<file path="src/sv/zsxd_pkg.sv">
// ----------------------------------------------------------------------------
// zsxd_pkg
// Types and constants shared by the zero-suppress XOR block decoder.
// ----------------------------------------------------------------------------
package zsxd_pkg;

  localparam int BYTE_W = 8;

  // Token bits per group, last byte position in a block and in a word.
  localparam logic [3:0] TOKEN_BITS     = 4'd8;
  localparam logic [4:0] BLOCK_LAST_POS = 5'd31;
  localparam logic [1:0] WORD_LAST_POS  = 2'd3;

  typedef enum logic [1:0] {
    S_IDLE = 2'b01,
    S_WORK = 2'b10
  } state_t;

  // Commands from the controller to the datapath.
  typedef struct packed {
    logic load;    // take the accepted item into the datapath
    logic step;    // emit one decoded byte into the output register
    logic finish;  // the item is done; clear state if it was the final one
  } cmd_t;

  // Status from the datapath to the controller.
  typedef struct packed {
    logic avail;   // a byte can be emitted now
    logic more;    // after this byte, another one follows for the same item
  } status_t;

endpackage

</file>
<file path="src/sv/zsxd_in_if.sv">
// ----------------------------------------------------------------------------
// zsxd_in_if
// Compressed byte channel with valid/ready handshake.
// ----------------------------------------------------------------------------
interface zsxd_in_if;
  logic       valid;
  logic       ready;
  logic [7:0] in_byte;
  logic       last_in;

  modport source (output valid, output in_byte, output last_in, input ready);
  modport sink   (input valid, input in_byte, input last_in, output ready);
endinterface

</file>
<file path="src/sv/zsxd_out_if.sv">
// ----------------------------------------------------------------------------
// zsxd_out_if
// Decoded byte channel with valid/ready handshake.
// ----------------------------------------------------------------------------
interface zsxd_out_if;
  logic       valid;
  logic       ready;
  logic [7:0] out_byte;
  logic       run_last;
  logic       block_last;

  modport source (output valid, output out_byte, output run_last, output block_last,
                  input ready);
  modport sink   (input valid, input out_byte, input run_last, input block_last,
                  output ready);
endinterface

</file>
<file path="src/sv/zsxd_datapath.sv">
// ----------------------------------------------------------------------------
// zsxd_datapath
// Token bookkeeping, XOR chaining by 32-bit word and the output register.
// ----------------------------------------------------------------------------
module zsxd_datapath
  import zsxd_pkg::*;
(
  input  logic       clk,
  input  logic       rst,
  input  cmd_t       cmd,
  output status_t    status,
  input  logic [7:0] in_byte,
  input  logic       last_in,
  output logic [7:0] out_byte,
  output logic       run_last,
  output logic       block_last
);

  logic [7:0]  token_bits;
  logic [3:0]  bits_left;
  logic [4:0]  byte_in_block;
  logic [31:0] prev_word;
  logic [31:0] cur_word;
  logic [7:0]  lit;
  logic        lit_pending;
  logic        last_r;

  logic        zero_bit;
  logic        pad;
  logic [7:0]  raw;
  logic [1:0]  lane;
  logic [4:0]  lane_ofs;
  logic [7:0]  dec;
  logic [31:0] cur_word_next;
  logic [7:0]  token_bits_next;
  logic [3:0]  bits_left_next;
  logic [4:0]  byte_in_block_next;
  logic        block_end;

  always_comb begin
    zero_bit = (bits_left != 4'd0) && !token_bits[7];
    // Padding completes a started block with zero raw bytes on the final item.
    pad      = !lit_pending && !zero_bit && last_r
               && ((bits_left != 4'd0) || (byte_in_block != 5'd0));
    raw      = lit_pending ? lit : 8'd0;
    lane     = 2'(WORD_LAST_POS - byte_in_block[1:0]);
    lane_ofs = {lane, 3'b000};
    dec      = raw ^ prev_word[lane_ofs +: 8];
    cur_word_next = cur_word;
    cur_word_next[lane_ofs +: 8] = dec;
    if (pad) begin
      token_bits_next = token_bits;
      bits_left_next  = 4'd0;
    end else begin
      token_bits_next = {token_bits[6:0], 1'b0};
      bits_left_next  = bits_left - 4'd1;
    end
    byte_in_block_next = byte_in_block + 5'd1;
    block_end          = (byte_in_block == BLOCK_LAST_POS);

    status.avail = lit_pending || zero_bit || pad;
    status.more  = ((bits_left_next != 4'd0) && !token_bits_next[7])
                   || (last_r && ((bits_left_next != 4'd0) || (byte_in_block_next != 5'd0)));
  end

  always_ff @(posedge clk) begin
    if (rst) begin
      token_bits    <= 8'd0;
      bits_left     <= 4'd0;
      byte_in_block <= 5'd0;
      prev_word     <= 32'd0;
      cur_word      <= 32'd0;
      lit_pending   <= 1'b0;
      last_r        <= 1'b0;
    end else if (cmd.load) begin
      last_r <= last_in;
      if (bits_left == 4'd0) begin
        token_bits  <= in_byte;
        bits_left   <= TOKEN_BITS;
        lit_pending <= 1'b0;
      end else begin
        lit         <= in_byte;
        lit_pending <= 1'b1;
      end
    end else if (cmd.finish && last_r) begin
      // The final item leaves all state at its reset values.
      token_bits    <= 8'd0;
      bits_left     <= 4'd0;
      byte_in_block <= 5'd0;
      prev_word     <= 32'd0;
      cur_word      <= 32'd0;
      lit_pending   <= 1'b0;
      last_r        <= 1'b0;
    end else if (cmd.step) begin
      token_bits    <= token_bits_next;
      bits_left     <= bits_left_next;
      byte_in_block <= byte_in_block_next;
      lit_pending   <= 1'b0;
      if (block_end) begin
        prev_word <= 32'd0;
        cur_word  <= 32'd0;
      end else begin
        cur_word <= cur_word_next;
        if (byte_in_block[1:0] == WORD_LAST_POS) begin
          prev_word <= cur_word_next;
        end
      end
    end
  end

  always_ff @(posedge clk) begin
    if (cmd.step) begin
      out_byte   <= dec;
      run_last   <= !status.more;
      block_last <= block_end;
    end
  end

  a_bits_bound: assert property (@(posedge clk) disable iff (rst)
    bits_left <= TOKEN_BITS)
    else $error("token bit count out of range");

  a_block_wrap: assert property (@(posedge clk) disable iff (rst)
    cmd.step && block_end |=> byte_in_block == 5'd0 && prev_word == 32'd0
                              && cur_word == 32'd0)
    else $error("block end did not clear the word chain");

  a_final_clear: assert property (@(posedge clk) disable iff (rst)
    cmd.finish && last_r && !cmd.load |=> bits_left == 4'd0 && byte_in_block == 5'd0
                                          && !lit_pending)
    else $error("final item left decoder state behind");

endmodule

</file>
<file path="src/sv/zsxd_ctrl.sv">
// ----------------------------------------------------------------------------
// zsxd_ctrl
// Controller: takes one item, emits its bytes one per cycle when not stalled.
// ----------------------------------------------------------------------------
module zsxd_ctrl
  import zsxd_pkg::*;
(
  input  logic    clk,
  input  logic    rst,
  input  logic    in_valid,
  output logic    in_ready,
  output logic    out_valid,
  input  logic    out_ready,
  input  status_t status,
  output cmd_t    cmd
);

  state_t state, state_next;
  logic   out_valid_next;
  logic   slot_free;

  always_comb begin
    state_next     = state;
    cmd            = '0;
    in_ready       = 1'b0;
    slot_free      = !out_valid || out_ready;
    out_valid_next = out_valid && !out_ready;
    unique case (state)
      S_IDLE: begin
        in_ready = 1'b1;
        if (in_valid) begin
          cmd.load   = 1'b1;
          state_next = S_WORK;
        end
      end
      S_WORK: begin
        if (!status.avail) begin
          cmd.finish = 1'b1;
          state_next = S_IDLE;
        end else if (slot_free) begin
          cmd.step       = 1'b1;
          out_valid_next = 1'b1;
          if (!status.more) begin
            cmd.finish = 1'b1;
            state_next = S_IDLE;
          end
        end
      end
      default: begin
        state_next = S_IDLE;
      end
    endcase
  end

  always_ff @(posedge clk) begin
    if (rst) begin
      state     <= S_IDLE;
      out_valid <= 1'b0;
    end else begin
      state     <= state_next;
      out_valid <= out_valid_next;
    end
  end

  a_step_avail: assert property (@(posedge clk) disable iff (rst)
    cmd.step |-> status.avail && slot_free)
    else $error("byte emitted with nothing to emit or no room");

  a_load_work: assert property (@(posedge clk) disable iff (rst)
    in_valid && in_ready |=> state == S_WORK)
    else $error("accepted item did not start work");

  a_empty_done: assert property (@(posedge clk) disable iff (rst)
    state == S_WORK && !status.avail |=> state == S_IDLE)
    else $error("controller stuck with nothing to emit");

endmodule

</file>
<file path="src/sv/zero_suppress_xor_block_decoder.sv">
// ----------------------------------------------------------------------------
// zero_suppress_xor_block_decoder
// Zero-suppressed token decoder with per-block 32-bit XOR chaining.
// ----------------------------------------------------------------------------
// One compressed byte is taken per item. The block first takes the item, then
// emits the decoded bytes that it produces one per cycle when not stalled, n
// from 0 to 32 bytes per item. A token of all zero bits gives eight bytes
// before the next item is taken, and a final item can pad out up to a whole
// 32-byte block. A decoded byte waits in the output register while the next
// item is taken, and the emit loop stalls only while that register is full
// and not taken.
// ----------------------------------------------------------------------------
module zero_suppress_xor_block_decoder
  import zsxd_pkg::*;
(
  input  logic     clk,
  input  logic     rst,
  zsxd_in_if.sink  in_ch,
  zsxd_out_if.source out_ch
);

  cmd_t    cmd;
  status_t status;

  zsxd_ctrl u_ctrl (
    .clk       (clk),
    .rst       (rst),
    .in_valid  (in_ch.valid),
    .in_ready  (in_ch.ready),
    .out_valid (out_ch.valid),
    .out_ready (out_ch.ready),
    .status    (status),
    .cmd       (cmd)
  );

  zsxd_datapath u_datapath (
    .clk        (clk),
    .rst        (rst),
    .cmd        (cmd),
    .status     (status),
    .in_byte    (in_ch.in_byte),
    .last_in    (in_ch.last_in),
    .out_byte   (out_ch.out_byte),
    .run_last   (out_ch.run_last),
    .block_last (out_ch.block_last)
  );

endmodule
</file>
<file path="src/flat_wrapper.sv">
// flat-port wrapper written by rule: the top's interface ports become plain ports
module zero_suppress_xor_block_decoder_flat import zsxd_pkg::*;
  (clk, rst, in_ch_valid, in_ch_in_byte, in_ch_last_in, in_ch_ready, out_ch_valid, out_ch_out_byte, out_ch_run_last, out_ch_block_last, out_ch_ready);
  zsxd_in_if in_ch_i ();
  zsxd_out_if out_ch_i ();
  input  logic clk;
  input  logic rst;
  input wire logic [$bits(in_ch_i.valid)-1:0] in_ch_valid;
  input wire logic [$bits(in_ch_i.in_byte)-1:0] in_ch_in_byte;
  input wire logic [$bits(in_ch_i.last_in)-1:0] in_ch_last_in;
  output wire logic [$bits(in_ch_i.ready)-1:0] in_ch_ready;
  output wire logic [$bits(out_ch_i.valid)-1:0] out_ch_valid;
  output wire logic [$bits(out_ch_i.out_byte)-1:0] out_ch_out_byte;
  output wire logic [$bits(out_ch_i.run_last)-1:0] out_ch_run_last;
  output wire logic [$bits(out_ch_i.block_last)-1:0] out_ch_block_last;
  input wire logic [$bits(out_ch_i.ready)-1:0] out_ch_ready;
  assign in_ch_i.valid = in_ch_valid;
  assign in_ch_i.in_byte = in_ch_in_byte;
  assign in_ch_i.last_in = in_ch_last_in;
  assign in_ch_ready = in_ch_i.ready;
  assign out_ch_valid = out_ch_i.valid;
  assign out_ch_out_byte = out_ch_i.out_byte;
  assign out_ch_run_last = out_ch_i.run_last;
  assign out_ch_block_last = out_ch_i.block_last;
  assign out_ch_i.ready = out_ch_ready;
  zero_suppress_xor_block_decoder u_core (.clk(clk), .rst(rst), .in_ch(in_ch_i), .out_ch(out_ch_i));
endmodule
</file>
<file path="config.mk">
export PLATFORM = sky130hd
export DESIGN_NAME = zero_suppress_xor_block_decoder_flat
export DESIGN_NICKNAME = d
export VERILOG_FILES = /design/src/sv/zsxd_pkg.sv /design/src/sv/zsxd_in_if.sv /design/src/sv/zsxd_out_if.sv /design/src/sv/zsxd_datapath.sv /design/src/sv/zsxd_ctrl.sv /design/src/sv/zero_suppress_xor_block_decoder.sv /design/src/flat_wrapper.sv
export SDC_FILE = /design/constraint.sdc
export NUM_CORES = 1
export LEC_CHECK = 0
export BUFFER_PORTS_ARGS = -buffer_cell sky130_fd_sc_hd__buf_4
export CAP_MARGIN = 20
export CORE_UTILIZATION = 40
export CTS_CLUSTER_SIZE = 14
export DETAILED_ROUTE_END_ITERATION = 7
export HOLD_SLACK_MARGIN = 0.08
export PLACE_DENSITY = 0.63
export SLEW_MARGIN = 10
export SYNTH_ARGS = -nofsm -noshare
export SYNTH_HDL_FRONTEND = slang
export SYNTH_HIERARCHICAL = 1
export SYNTH_SLANG_ARGS = --single-unit
export TNS_END_PERCENT = 20
</file>
<file path="constraint.sdc">
create_clock -name clk -period 10.4 [get_ports clk]
set_input_delay 0.52 -clock clk [delete_from_list [all_inputs] [get_ports clk]]
set_output_delay 0.52 -clock clk [all_outputs]
set_load 0.01 [all_outputs]
</file>
# After elaboration in Yosys (flattened, before gate mapping)
# Cells that the tools add are included.
[word_totals]
regBits = 104
out_inout_bits = 12
[classes]
n_addsub = 4
n_eq_ne = 9
n_shift = 3
mux = 43
n_bitwise = 4
reduce_logical = 36
[ops]
columns = ["cell", "count"]
rows = [
  ["$mux 32", 7],
  ["$mux 8", 6],
  ["$bwmux 32", 1],
  ["$shift 8x7->32 const A", 1],
  ["$shiftx 32x6->8", 1],
  ["$shiftx 8x7->32", 1],
  ["$mux 4", 5],
  ["$mux 1", 15],
  ["$mux 2", 6],
  ["$reduce_and 3->1", 4],
  ["$mux 5", 2],
  ["$reduce_bool 5->1", 2],
  ["$logic_and 1x1->1", 8],
  ["$reduce_bool 4->1", 2],
  ["$xor 8x8->8", 1],
  ["$logic_not 1->1", 7],
  ["$neg 5->7", 1],
  ["$logic_or 1x1->1", 6],
  ["$ne 3x3->1 const B", 2],
  ["$reduce_bool 3->1", 2],
  ["$add 5x1->5 const B", 1],
  ["$eq 5x5->1 const B", 1],
  ["$eq 2x2->1 const B", 2],
  ["$logic_not 4->1", 1],
  ["other kinds (9)", 14],
]

# Depth between registers and ports, before layout
[logic_depth]
depth_word = 18
mapped_depth = 17
ltp_nobuf = 14

# By module
# Netlist, hierarchy kept.
[modules_own_cells]
columns = ["module", "instances", "cells_per_inst", "area_each_um2", "seq_area_each_um2"]
rows = [
  ["zsxd_datapath", 1, 430, 4428.0, 2202.1],
  ["zsxd_ctrl", 1, 16, 161.4, 60.1],
]

# Worst setup path after synthesis
# No wires, ideal clock.
[synth_path]
path_type = "reg2reg"
from = "reg u_core.u_datapath.byte_in_block[1]"
to = "reg u_core.u_datapath.prev_word[24]"
setup_ns = 0.060
arrival_ns = 3.324
required_time_ns = 10.340
setup_slack_ns = 7.016
stages_incl_launch_ff = 14
path_buffers = 1
path_cell_list = "dfxtp_1 -> clkbuf_1 -> inv_1 -> ha_1 -> nor4b_2 -> nand2_1 -> nand2_1 -> nand2_1 -> nand3b_4 -> nor2_1 -> nor2b_1 -> nand2_1 -> nor4b_2 -> a22o_1"
[synth_rtl]
columns = ["item", "line", "rtl"]
rows = [
  ["start: declaration", "zsxd_datapath.sv:21", "logic [4:0] byte_in_block;"],
  ["start signal: assignment", "zsxd_datapath.sv:97", "byte_in_block <= byte_in_block_next;"],
  ["end signal: assignment", "zsxd_datapath.sv:105", "prev_word <= cur_word_next;"],
  ["end: declaration", "zsxd_datapath.sv:22", "logic [31:0] prev_word;"],
]

==> flow_summary.ini <==
[status]
status = finished clean

[layout]
post-route-cell-area_um2 = 5180
drive_gt1_share_pct = 15.7
antennaDiodeCount = 0
final_cell_mix = dfxtp_1 (86), nand2_1 (47), nor2_1 (38)
ff_latch_area_um2 = 2260
fillers = 1033
fin_nets = 476
area_growth_syn_to_layout_pct = 12.8
final_common_cell = dfxtp_1
finalNonFillerCells = 600
fin_util_pct = 46.9
multi_input_area_um2 = 2180

[critical_path]
setup.worst_path.end_class = flop
worstPathRequired_ps = 10690
cp_max_fo = 17
worst_r2r_path_depth = 14
crit_path_start = u_core/u_datapath/byte_in_block[0]
rrSetupSlack_ps = 5770
crit_type = reg -> reg
endpoint = u_core/u_datapath/cur_word[25]
reg2reg_from = u_core/u_datapath/byte_in_block[0]
startpoint_type = flop
r2r_end = u_core/u_datapath/cur_word[25]
arrival_ps = 4920

[logic_synthesis]
synth_cell_types = 53
ys_async_sr_fraction_pct = 0
yosys_warnings = 6
seq_area_frac_synth_pct = 49.3
yosys-top-cells-area = dfxtp_1 (38%), edfxtp_1 (12%), a22oi_1 (5.7%)
syn_area_um2 = 4590
synth-seq-cells = 104
syn-num-nets = 467
synthCells = 446
synth-edff-count = 18
avgSynthCellArea_um2 = 10.3
synth_top_cell_area_share_pct = 37.5
yosys.area.top_type = dfxtp_1
synth_ff_type = dfxtp_1

[route]
wirelength_um = 11000
drt_first_pass_iters = 6
wire_per_inst_um = 18.3
ant_nets = 0
drt_iter0_markers = 335
avgViaCountPerCell = 5.75
drc = 0
vias = 3452

[floorplanning]
start_util_pct = 41.6
core_area_um2 = 11000
io_pins = 25
dieArea_um2 = 11900
die_y_um = 109
rows = 38
die_x_um = 109

[placed_design]
dp_slack_ps = 5800
placed_cell_area_um2 = 4840
finalWeightedCongestion = 0.825
dp.cells = 584
place_hpwl_um = 7470
portBuffers = 24

[run]
drv_cap = 0

[sta]
fin_setup_tns_ps = 0
finalHoldViolations = 0
fmax_ghz = 0.216
worst_pin_slew_ps = 1010
slew_headroom_pct = 32.1
setup_viol = 0
hold_slack_ps = 360
report.final.slew_viol_count = 0
fin_ws_ps = 5770
period_share_pct = 44.5
fin_crit_ps = 4630
clock_skew_ps = 5.52
rsz0062_at_grt = false

[grt]
grt_pass1_vias = 3327
grt_pass1_wl_um = 17800
track_usage_pct = 19.9
overflow = 0
grt_max_degree = 69
antenna_found_initial = 0

[clocking]
cts_tree = built
cts.sinks = 104
ctsHoldBuffers = 0
clock_latency_ps = 340
clk_pin_slew_worst_paths_ps = 70
cts-resized-gates = 0
root_buffer = clkbuf_16
numCtsBuffers = 9
h-tree-depth = 3
ctsLongestPathBuffers = 2
cts_setup_buffers = 0

[power]
ir_worst_vdd_mv = 0.0991
p_leak_nw = 1.79
power.total_mw = 0.855
p_per_area_nw_per_um2 = 165

[hold_path]
hold_class = in -> reg
[sequential cells by signal, summed over array words and instances (netlist names)]
name	cells
u_core/u_datapath/last_r	1
u_core/u_ctrl/state	2
u_core/u_datapath/run_last	1
u_core/u_datapath/prev_word	32
u_core/u_datapath/out_byte	8
u_core/u_datapath/lit	8
u_core/u_datapath/cur_word	32
u_core/u_datapath/bits_left	4
u_core/u_datapath/token_bits	8
u_core/u_datapath/byte_in_block	5
u_core/u_datapath/block_last	1
u_core/u_ctrl/out_valid	1
u_core/u_datapath/lit_pending	1
[cell usage after synthesis, drive strengths merged (8+ instances only)]
library cell and count:
nand3 20, xnor2 9, nor2 38, a22o 24, ha 8, edfxtp 18, dfxtp 86, nor2b 11
nand2 47, a211oi 20, a21oi 29, o21ai 13, mux4 8, a22oi 35, clkbuf 21
[power by group]
group / internal [mW] / switching (mW) / total (mW)
Clock: 0.232 / 0.147 / 0.379
Sequential: 0.416 / 0.00586 / 0.421
Combinational: 0.0198 / 0.0349 / 0.0548
[how the worst min path moves through the flow]
stage | start | to | slack [ps] | cells past startpoint
3_5_place_dp | u_core/u_datapath/prev_word[10] | u_core/u_datapath/prev_word[10] | 450 | 2
4_1_cts | in_ch_in_byte[1] | u_core/u_datapath/lit[1] | 350 | 1
6_report | in_ch_in_byte[1] | u_core/u_datapath/lit[1] | 360 | 1
3_3_place_gp | u_core/u_datapath/prev_word[22] | u_core/u_datapath/prev_word[22] | 440 | 2
2_1_floorplan | u_core/u_datapath/prev_word[10] | u_core/u_datapath/prev_word[10] | 430 | 2
5_1_grt | in_ch_in_byte[1] | u_core/u_datapath/lit[1] | 340 | 1
[layout make-up]
type                            count  area share (%)
Inverter                            7           0.507
Multi-Input combinational cell    307            42.1
Tap cell                          140            3.38
Sequential cell                   104            43.7
Timing Repair Buffer               26            3.77
Clock buffer                       12            5.17
Clock inverter                      4            1.43
[routing by layer]
metal	global-route usage, %	share of wire [%]	wire length [µm]
met1	26.8	47	5140
met2	31.6	46	5100
met3	4.36	5.2	572
met4	6.47	1.5	168
met5	0	0	0
[worst max-delay path, stage by stage (launching register included)]
cell and delay, ps:
dfxtp_1 570, inv_1 230, ha_1 250, nor4b_2 420
a221oi_4 150, nor3_1 200, o22ai_1 110, inv_1 130
o21ai_1 80, and3b_1 250, a21oi_1 390, nand2_1 440
nor2_1 660, and4b_1 520, a22o_1 180
[kinds of logic after synthesis]
family,count (synthesis),share of synthesized area (%)
and+or+nand+nor,144,15.6
AOI/OAI and AO/OA,136,22.2
DFF,104,49.3
buffers and inverters,35,3.24
xor gates and xnor gates,11,3.49
muxes,8,3.93
adders and majority gates,8,2.18
Power figures use the tool's default switching activity.
